## src/rtl/sgr_pkg.sv

```systemverilog
// Package for the SGR attribute tracker: phase codes, SGR code constants,
// the 16-entry palette and the 256-colour index lookup.
// No dependencies.
package sgr_pkg;

   typedef enum logic [2:0] {
      PH_IDLE  = 3'd0,
      PH_MODE  = 3'd1,
      PH_INDEX = 3'd2,
      PH_RED   = 3'd3,
      PH_GREEN = 3'd4,
      PH_BLUE  = 3'd5
   } phase_type;

   typedef logic [23:0] rgb_type;

   localparam logic REG_DEFAULT_FG = 1'b0;
   localparam logic REG_DEFAULT_BG = 1'b1;

   localparam logic [15:0] SGR_RESET      = 16'd0;
   localparam logic [15:0] SGR_BOLD       = 16'd1;
   localparam logic [15:0] SGR_ITALIC     = 16'd3;
   localparam logic [15:0] SGR_UNDERLINE  = 16'd4;
   localparam logic [15:0] SGR_INVERSE    = 16'd7;
   localparam logic [15:0] SGR_FG_LO      = 16'd30;
   localparam logic [15:0] SGR_FG_HI      = 16'd37;
   localparam logic [15:0] SGR_EXT_FG     = 16'd38;
   localparam logic [15:0] SGR_BG_LO      = 16'd40;
   localparam logic [15:0] SGR_BG_HI      = 16'd47;
   localparam logic [15:0] SGR_EXT_BG     = 16'd48;
   localparam logic [15:0] SGR_FG_BRT_LO  = 16'd90;
   localparam logic [15:0] SGR_FG_BRT_HI  = 16'd97;
   localparam logic [15:0] SGR_BG_BRT_LO  = 16'd100;
   localparam logic [15:0] SGR_BG_BRT_HI  = 16'd107;
   localparam logic [15:0] EXT_MODE_TRUE  = 16'd2;
   localparam logic [15:0] EXT_MODE_INDEX = 16'd5;

   localparam logic [7:0] CUBE_FIRST      = 8'd16;
   localparam logic [7:0] CUBE_LAST       = 8'd231;
   localparam logic [7:0] CUBE_PLANE      = 8'd36;
   localparam logic [7:0] CUBE_STEP       = 8'd51;
   localparam logic [7:0] GREY_BASE_INDEX = 8'd232;
   localparam logic [7:0] GREY_BASE_LEVEL = 8'd8;
   localparam logic [7:0] GREY_STEP       = 8'd10;

   localparam rgb_type DEFAULT_FG_RESET = 24'hC0C0C0;
   localparam rgb_type DEFAULT_BG_RESET = 24'h000000;

   localparam rgb_type PALETTE [16] = '{
      24'h000000, 24'h800000, 24'h008000, 24'h808000,
      24'h000080, 24'h800080, 24'h008080, 24'hC0C0C0,
      24'h808080, 24'hFF0000, 24'h00FF00, 24'hFFFF00,
      24'h0000FF, 24'hFF00FF, 24'h00FFFF, 24'hFFFFFF
   };

   function automatic logic [7:0] sat8(input logic [15:0] v);
      return (v > 16'd255) ? 8'hFF : v[7:0];
   endfunction

   // k/36 as (k*57)>>11 and r/6 as (r*43)>>8, exact over the cube range
   function automatic rgb_type colour_of_index(input logic [15:0] n);
      logic [7:0]  k;
      logic [13:0] prod_r;
      logic [2:0]  cr;
      logic [7:0]  rem_w;
      logic [5:0]  rem;
      logic [11:0] prod_g;
      logic [2:0]  cg;
      logic [5:0]  cb_w;
      logic [2:0]  cb;
      logic [7:0]  grey;
      k      = n[7:0] - CUBE_FIRST;
      prod_r = 14'(k) * 14'd57;
      cr     = prod_r[13:11];
      rem_w  = k - 8'(cr) * CUBE_PLANE;
      rem    = rem_w[5:0];
      prod_g = 12'(rem) * 12'd43;
      cg     = prod_g[10:8];
      cb_w   = rem - 6'(cg) * 6'd6;
      cb     = cb_w[2:0];
      grey   = GREY_BASE_LEVEL + (n[7:0] - GREY_BASE_INDEX) * GREY_STEP;
      if (n < 16'(CUBE_FIRST)) begin
         return PALETTE[n[3:0]];
      end else if (n <= 16'(CUBE_LAST)) begin
         return {8'(cr) * CUBE_STEP, 8'(cg) * CUBE_STEP, 8'(cb) * CUBE_STEP};
      end else if (n <= 16'd255) begin
         return {grey, grey, grey};
      end else begin
         return 24'h000000;
      end
   endfunction

endpackage

```

## src/rtl/sgr_attribute_tracker.sv

```systemverilog
// SGR attribute tracker top level: decodes one SGR parameter per transfer
// and reports current colours and attributes. Depends on sgr_pkg.
// The result is registered: rsp valid rises in the cycle after the req transfer.
// Throughput: one parameter per cycle while the result is not stalled; the decode and index lookup sit
// between the request handshake and the result register.
// Reset (synchronous): defaults and colours to register reset values,
// attributes clear, no extended colour pending, result channel empty.
module sgr_attribute_tracker (
   input  logic        clock,
   input  logic        reset,
   input  logic        req_tvalid,
   output logic        req_tready,
   input  logic [15:0] req_tdata,   // param_value
   input  logic        req_tlast,   // param_last
   output logic        rsp_tvalid,
   input  logic        rsp_tready,
   // fg_red, fg_green, fg_blue, bg_red, bg_green, bg_blue, attribute_bits, pad
   output logic [55:0] rsp_tdata,
   output logic        rsp_tuser,   // unsupported_code
   input  logic        csr_psel,
   input  logic        csr_penable,
   input  logic        csr_pwrite,
   input  logic [2:0]  csr_paddr,
   input  logic [31:0] csr_pwdata,
   output logic [31:0] csr_prdata,
   output logic        csr_pready
);
   import sgr_pkg::*;

   rgb_type   def_fg_ff, def_bg_ff;
   rgb_type   fg_ff, fg_in, bg_ff, bg_in;
   logic [3:0] attr_ff, attr_in;
   phase_type phase_ff, phase_in;
   logic      tgt_bg_ff, tgt_bg_in;
   logic [7:0] pend_r_ff, pend_r_in, pend_g_ff, pend_g_in;
   logic      unsup;
   rgb_type   ext_colour;
   logic      ext_store;
   logic      rsp_valid_ff;
   logic [55:0] rsp_data_ff;
   logic      rsp_user_ff;
   logic      req_xfer, csr_wr;

   assign req_tready = !rsp_valid_ff || rsp_tready;
   assign req_xfer   = req_tvalid && req_tready;
   assign csr_pready = 1'b1;
   assign csr_wr     = csr_psel && csr_penable && csr_pwrite;
   assign csr_prdata = (csr_paddr[2] == REG_DEFAULT_BG) ? {8'h00, def_bg_ff}
                                                        : {8'h00, def_fg_ff};

   always_ff @(posedge clock) begin
      if (reset) begin
         def_fg_ff <= DEFAULT_FG_RESET;
         def_bg_ff <= DEFAULT_BG_RESET;
      end else if (csr_wr) begin
         if (csr_paddr[2] == REG_DEFAULT_FG) begin
            def_fg_ff <= csr_pwdata[23:0];
         end else begin
            def_bg_ff <= csr_pwdata[23:0];
         end
      end
   end

   always_comb begin
      fg_in      = fg_ff;
      bg_in      = bg_ff;
      attr_in    = attr_ff;
      phase_in   = PH_IDLE;
      tgt_bg_in  = tgt_bg_ff;
      pend_r_in  = pend_r_ff;
      pend_g_in  = pend_g_ff;
      unsup      = 1'b0;
      ext_store  = 1'b0;
      ext_colour = colour_of_index(req_tdata);
      unique case (phase_ff)
         PH_MODE: begin
            if (req_tdata == EXT_MODE_INDEX) begin
               phase_in = PH_INDEX;
            end else if (req_tdata == EXT_MODE_TRUE) begin
               phase_in = PH_RED;
            end
         end
         PH_INDEX: begin
            ext_store = 1'b1;
         end
         PH_RED: begin
            pend_r_in = sat8(req_tdata);
            phase_in  = PH_GREEN;
         end
         PH_GREEN: begin
            pend_g_in = sat8(req_tdata);
            phase_in  = PH_BLUE;
         end
         PH_BLUE: begin
            ext_store  = 1'b1;
            ext_colour = {pend_r_ff, pend_g_ff, sat8(req_tdata)};
         end
         default: begin
            unique case (req_tdata) inside
               SGR_RESET: begin
                  fg_in   = def_fg_ff;
                  bg_in   = def_bg_ff;
                  attr_in = 4'h0;
               end
               SGR_BOLD:      attr_in = attr_ff | 4'b0001;
               SGR_ITALIC:    attr_in = attr_ff | 4'b0010;
               SGR_UNDERLINE: attr_in = attr_ff | 4'b0100;
               SGR_INVERSE:   attr_in = attr_ff | 4'b1000;
               SGR_EXT_FG, SGR_EXT_BG: begin
                  tgt_bg_in = (req_tdata == SGR_EXT_BG);
                  phase_in  = PH_MODE;
               end
               [SGR_FG_LO:SGR_FG_HI]:
                  fg_in = PALETTE[4'(req_tdata - SGR_FG_LO)];
               [SGR_FG_BRT_LO:SGR_FG_BRT_HI]:
                  fg_in = PALETTE[4'(req_tdata - SGR_FG_BRT_LO) + 4'd8];
               [SGR_BG_LO:SGR_BG_HI]:
                  bg_in = PALETTE[4'(req_tdata - SGR_BG_LO)];
               [SGR_BG_BRT_LO:SGR_BG_BRT_HI]:
                  bg_in = PALETTE[4'(req_tdata - SGR_BG_BRT_LO) + 4'd8];
               default: unsup = 1'b1;
            endcase
         end
      endcase
      if (ext_store) begin
         if (tgt_bg_ff) begin
            bg_in = ext_colour;
         end else begin
            fg_in = ext_colour;
         end
      end
      if (req_tlast) begin
         phase_in = PH_IDLE;
      end
   end

   always_ff @(posedge clock) begin
      if (reset) begin
         fg_ff        <= DEFAULT_FG_RESET;
         bg_ff        <= DEFAULT_BG_RESET;
         attr_ff      <= 4'h0;
         phase_ff     <= PH_IDLE;
         tgt_bg_ff    <= 1'b0;
         pend_r_ff    <= 8'h00;
         pend_g_ff    <= 8'h00;
         rsp_valid_ff <= 1'b0;
      end else begin
         if (req_xfer) begin
            fg_ff     <= fg_in;
            bg_ff     <= bg_in;
            attr_ff   <= attr_in;
            phase_ff  <= phase_in;
            tgt_bg_ff <= tgt_bg_in;
            pend_r_ff <= pend_r_in;
            pend_g_ff <= pend_g_in;
         end
         if (req_xfer) begin
            rsp_valid_ff <= 1'b1;
         end else if (rsp_tready) begin
            rsp_valid_ff <= 1'b0;
         end
      end
   end

   always_ff @(posedge clock) begin
      if (req_xfer) begin
         rsp_data_ff <= {4'h0, attr_in, bg_in[7:0], bg_in[15:8], bg_in[23:16],
                         fg_in[7:0], fg_in[15:8], fg_in[23:16]};
         rsp_user_ff <= unsup;
      end
   end

   assign rsp_tvalid = rsp_valid_ff;
   assign rsp_tdata  = rsp_data_ff;
   assign rsp_tuser  = rsp_user_ff;

`ifndef SYNTHESIS
   a_stall_blocks_req: assert property (@(posedge clock) disable iff (reset)
      (rsp_valid_ff && !rsp_tready) |-> !req_tready)
      else $error("request taken while result stalled");

   a_last_ends_ext: assert property (@(posedge clock) disable iff (reset)
      (req_xfer && req_tlast) |=> (phase_ff == PH_IDLE))
      else $error("extended colour still pending after last parameter");

   a_operand_supported: assert property (@(posedge clock) disable iff (reset)
      (req_xfer && phase_ff != PH_IDLE) |=> !rsp_tuser)
      else $error("extended colour operand flagged unsupported");
`endif

endmodule
```

## config.mk

```make
export PLATFORM = sky130hd
export DESIGN_NAME = sgr_attribute_tracker
export DESIGN_NICKNAME = d
export VERILOG_FILES = /design/src/rtl/sgr_pkg.sv /design/src/rtl/sgr_attribute_tracker.sv
export SDC_FILE = /design/constraint.sdc
export NUM_CORES = 1
export LEC_CHECK = 0
export ABC_AREA = 1
export BUFFER_PORTS_ARGS = -buffer_cell sky130_fd_sc_hd__buf_2
export CAP_MARGIN = 20
export CORE_ASPECT_RATIO = 0.6
export CORE_MARGIN = 3
export CORE_UTILIZATION = 34
export CTS_CLUSTER_DIAMETER = 30
export DETAILED_ROUTE_END_ITERATION = 12
export PLACE_DENSITY_LB_ADDON = 0.08
export SKIP_LAST_GASP = 1
export SLEW_MARGIN = 25
export SYNTH_ARGS = -nofsm -noshare
export SYNTH_HDL_FRONTEND = slang
export SYNTH_SLANG_ARGS = --single-unit
```

## constraint.sdc

```tcl
create_clock -name clock -period 24.4 [get_ports clock]
set_input_delay 1.22 -clock clock [delete_from_list [all_inputs] [get_ports clock]]
set_output_delay 1.22 -clock clock [all_outputs]
set_load 0.005 [all_outputs]
```

==> out/results.ini <==
[clock_network]
cts_tree = done
root_buffer = clkbuf_16
clkLatencyLatePin_ns = 0.44
cts.sinks = 174
clockBufferDepth = 2
cts-htree-levels = 4
cts_made_buffers = 17
postCtsSetupBuffers = 0
cts_resized = 0
clkTransAtPathRegs_ns = 0.07
ctsHoldBuffers = 0

[sta]
drv_slew = 0
post-route-period-util = 0.450
tns_ns = 0
min_period_ns = 10.98
hold_viol = 0
tightestPinTransition_ns = 0.999
fmax_mhz = 91.0
clock_skew_ns = 0.00784
setup_violations = 0
rsz0062_at_grt = false
max-slew-margin-rel = 0.332

[synthesis]
synth_cells = 1714
synth_top_cells_by_count = 336 x nand2_1, 221 x inv_1, 162 x nor2_1
yosysMostFrequentCell = nand2_1
syn_area_um2 = 12200
ys_ff_latch = 174
synth_top_cell_area_share = 0.198
synth-main-ff-cell = dfxtp_1
synth_top_area_cell = dfxtp_1
syn_area_per_cell_um2 = 7.13
yosysWarnings = 0
async_flop_share = 0
seq_area_frac_synth = 0.329
synth_edf_count = 53
ys_top_cells_by_area = dfxtp_1 20%, edfxtp_1 13%, nand2_1 10%
ys_types = 64

[power]
power_frac_seq = 0.135
internal_power_mw = 1.19
power.share.clock = 0.134
powerDensity_nw_per_um2 = 172
leakage_nw = 6.69
switchingPower_mw = 1.19
swShare = 0.502
combPwrFrac = 0.731
peakVddDrop_mv = 0.267

[floorplan]
die-area_um2 = 38300
num_rows = 53
num_io_pins = 151
core_um2 = 35200
initial_utilization = 0.347
die_h_um = 153
die_w_um = 251

[detailed_routing]
wl_mm = 43.2
avgRoutedWirePerCell_um = 19.0
viasPerCell = 5.12
drt_iter0_drc = 987
drt_drc_violations_left = 0
drt.antenna.violating_nets = 0
firstDrtPassIters = 6
vias = 11700

[cells_and_area]
seqCellArea_um2 = 4010
syn2layout_area_growth_pct = 13.3
fin_util = 0.393
drive_gt1_frac = 0.138
diodes = 0
multi_input_area_um2 = 6900
layout.nets = 1962
fillCellCount = 3748

[hold_path]
hp-class = reg2reg

[place]
port_buffers = 127
hpwl_mm = 32.8
place_congestion = 0.927

[global_routing]
grt_pass1_wl_mm = 66.3
antenna_found_initial = 0
grt_max_degree = 61
grt_pass1_vias = 10800
grt_util_met1 = 0.372
busiest_layer = met1
grt_use_met2 = 0.305
gr-usage-all-layers = 0.225
grt.overflow.total = 0
grt_use_met3 = 0.0318

[critical_path]
crit_fanout = 23
critPathRequiredTime_ns = 24.57
crit_slowest_cell = fa_1
worst_ep_arrival_time_ns = 11.15
cp_num_buf_inv = 8
path_delay_family = adder cells
path_class = in2reg
cpPeakStageDelay_ns = 0.73
startpoint_type = primary input
cp_common_cell = nand2_1
end_kind = flip-flop

[flow_run]
max-cap-violations = 0

[outcome]
status = finished clean

layout by cell type, fill, tap and decap left out, types with 17 or more instances in the layout:
cell type,synthesis,final
o21ai_1,56,56
buf_2,11,127
o211ai_1,21,21
inv_1,221,221
inv_2,17,17
nand2_1,336,335
edfxtp_1,53,53
nand3_1,84,84
xor2_1,17,17
dfxtp_1,121,121
nor2_1,162,161
ha_1,99,99
o21ai_0,138,138
nand4_1,19,19
clkbuf_16,0,17
a21oi_1,149,149
sequential cells by signal, indices dropped and copies added (netlist names):
signal	cells
pend_g_ff	8
rsp_tuser	1
fg_ff	24
attr_ff	4
def_fg_ff	24
def_bg_ff	24
pend_r_ff	8
rsp_tvalid	1
bg_ff	24
phase_ff	3
rsp_tdata	52
tgt_bg_ff	1
power groups by stage:
stage	Combinational, mW	Clock, mW	Sequential (mW)
3_5_place_dp	1.72	0	0.328
2_1_floorplan	1.33	0	0.328
5_1_grt	2.00	0.336	0.323
4_1_cts	1.74	0.323	0.322
6_report	1.74	0.318	0.322
3_3_place_gp	1.68	0	0.328
kinds of logic (layout without fill, tap and decap cells):
group	Yosys count	in the layout	synth area share
flops	174	174	0.329
other cells	2	13	0.000615
compound gates	409	409	0.185
xor+xnor	29	29	0.0229
buf+inv	333	416	0.111
fa+ha+maj	108	108	0.116
simple gates	659	659	0.236
final timing paths:
kind / endpoint / start / cells past startpoint / slack (ns)
max: rsp_tdata[22] / req_tdata[3] / 44 / 13.42
min: fg_ff[15] / fg_ff[15] / 2 / 0.48
max reg2reg: bg_ff[18] / phase_ff[2] / 11 / 21.60
min reg2reg: fg_ff[15] / fg_ff[15] / 2 / 0.48
cell type report:
class	count	share of cell area
Multi-Input combinational cell	1218	0.499
Sequential cell	174	0.290
Inverter	244	0.0665
Timing Repair Buffer	140	0.0544
Tap cell	467	0.0422
Clock buffer	18	0.0310
Clock inverter	14	0.0172
worst reg2reg max path, cell delays in order, from the launching register on:
cell     delay [ns]
dfxtp_1        0.46
inv_2          0.07
nor3_1         0.31
buf_4          0.26
inv_2          0.19
o21ai_1        0.25
inv_1          0.16
a31oi_1        0.63
nand2_1        0.12
nand2_1        0.16
o21ai_1        0.07
inv_1          0.07
metrics by stage:
step / cell area, µm² / total power [mW] / instances / setup slack [ns] / hold WS, ns
6_report: 13800 / 2.38 / 2275 / 13.42 / 0.477
4_1_cts: 13800 / 2.39 / 2275 / 13.43 / 0.476
5_1_grt: 13800 / 2.66 / 2275 / 12.59 / 0.486
3_5_place_dp: 13200 / 2.05 / 2243 / 12.98 / 0.458
2_1_floorplan: 12300 / 1.65 / 1725 / 14.89 / 0.440
3_3_place_gp: 13100 / 2.01 / 2242 / 13.06 / 0.452
metal layers:
layer  share of wire  wire length [µm]
met3           0.072              3110
met2            0.38             16400
met5               0                 0
met4          0.0078               338
met1            0.54             23400
(Power assumes the default switching activity.)
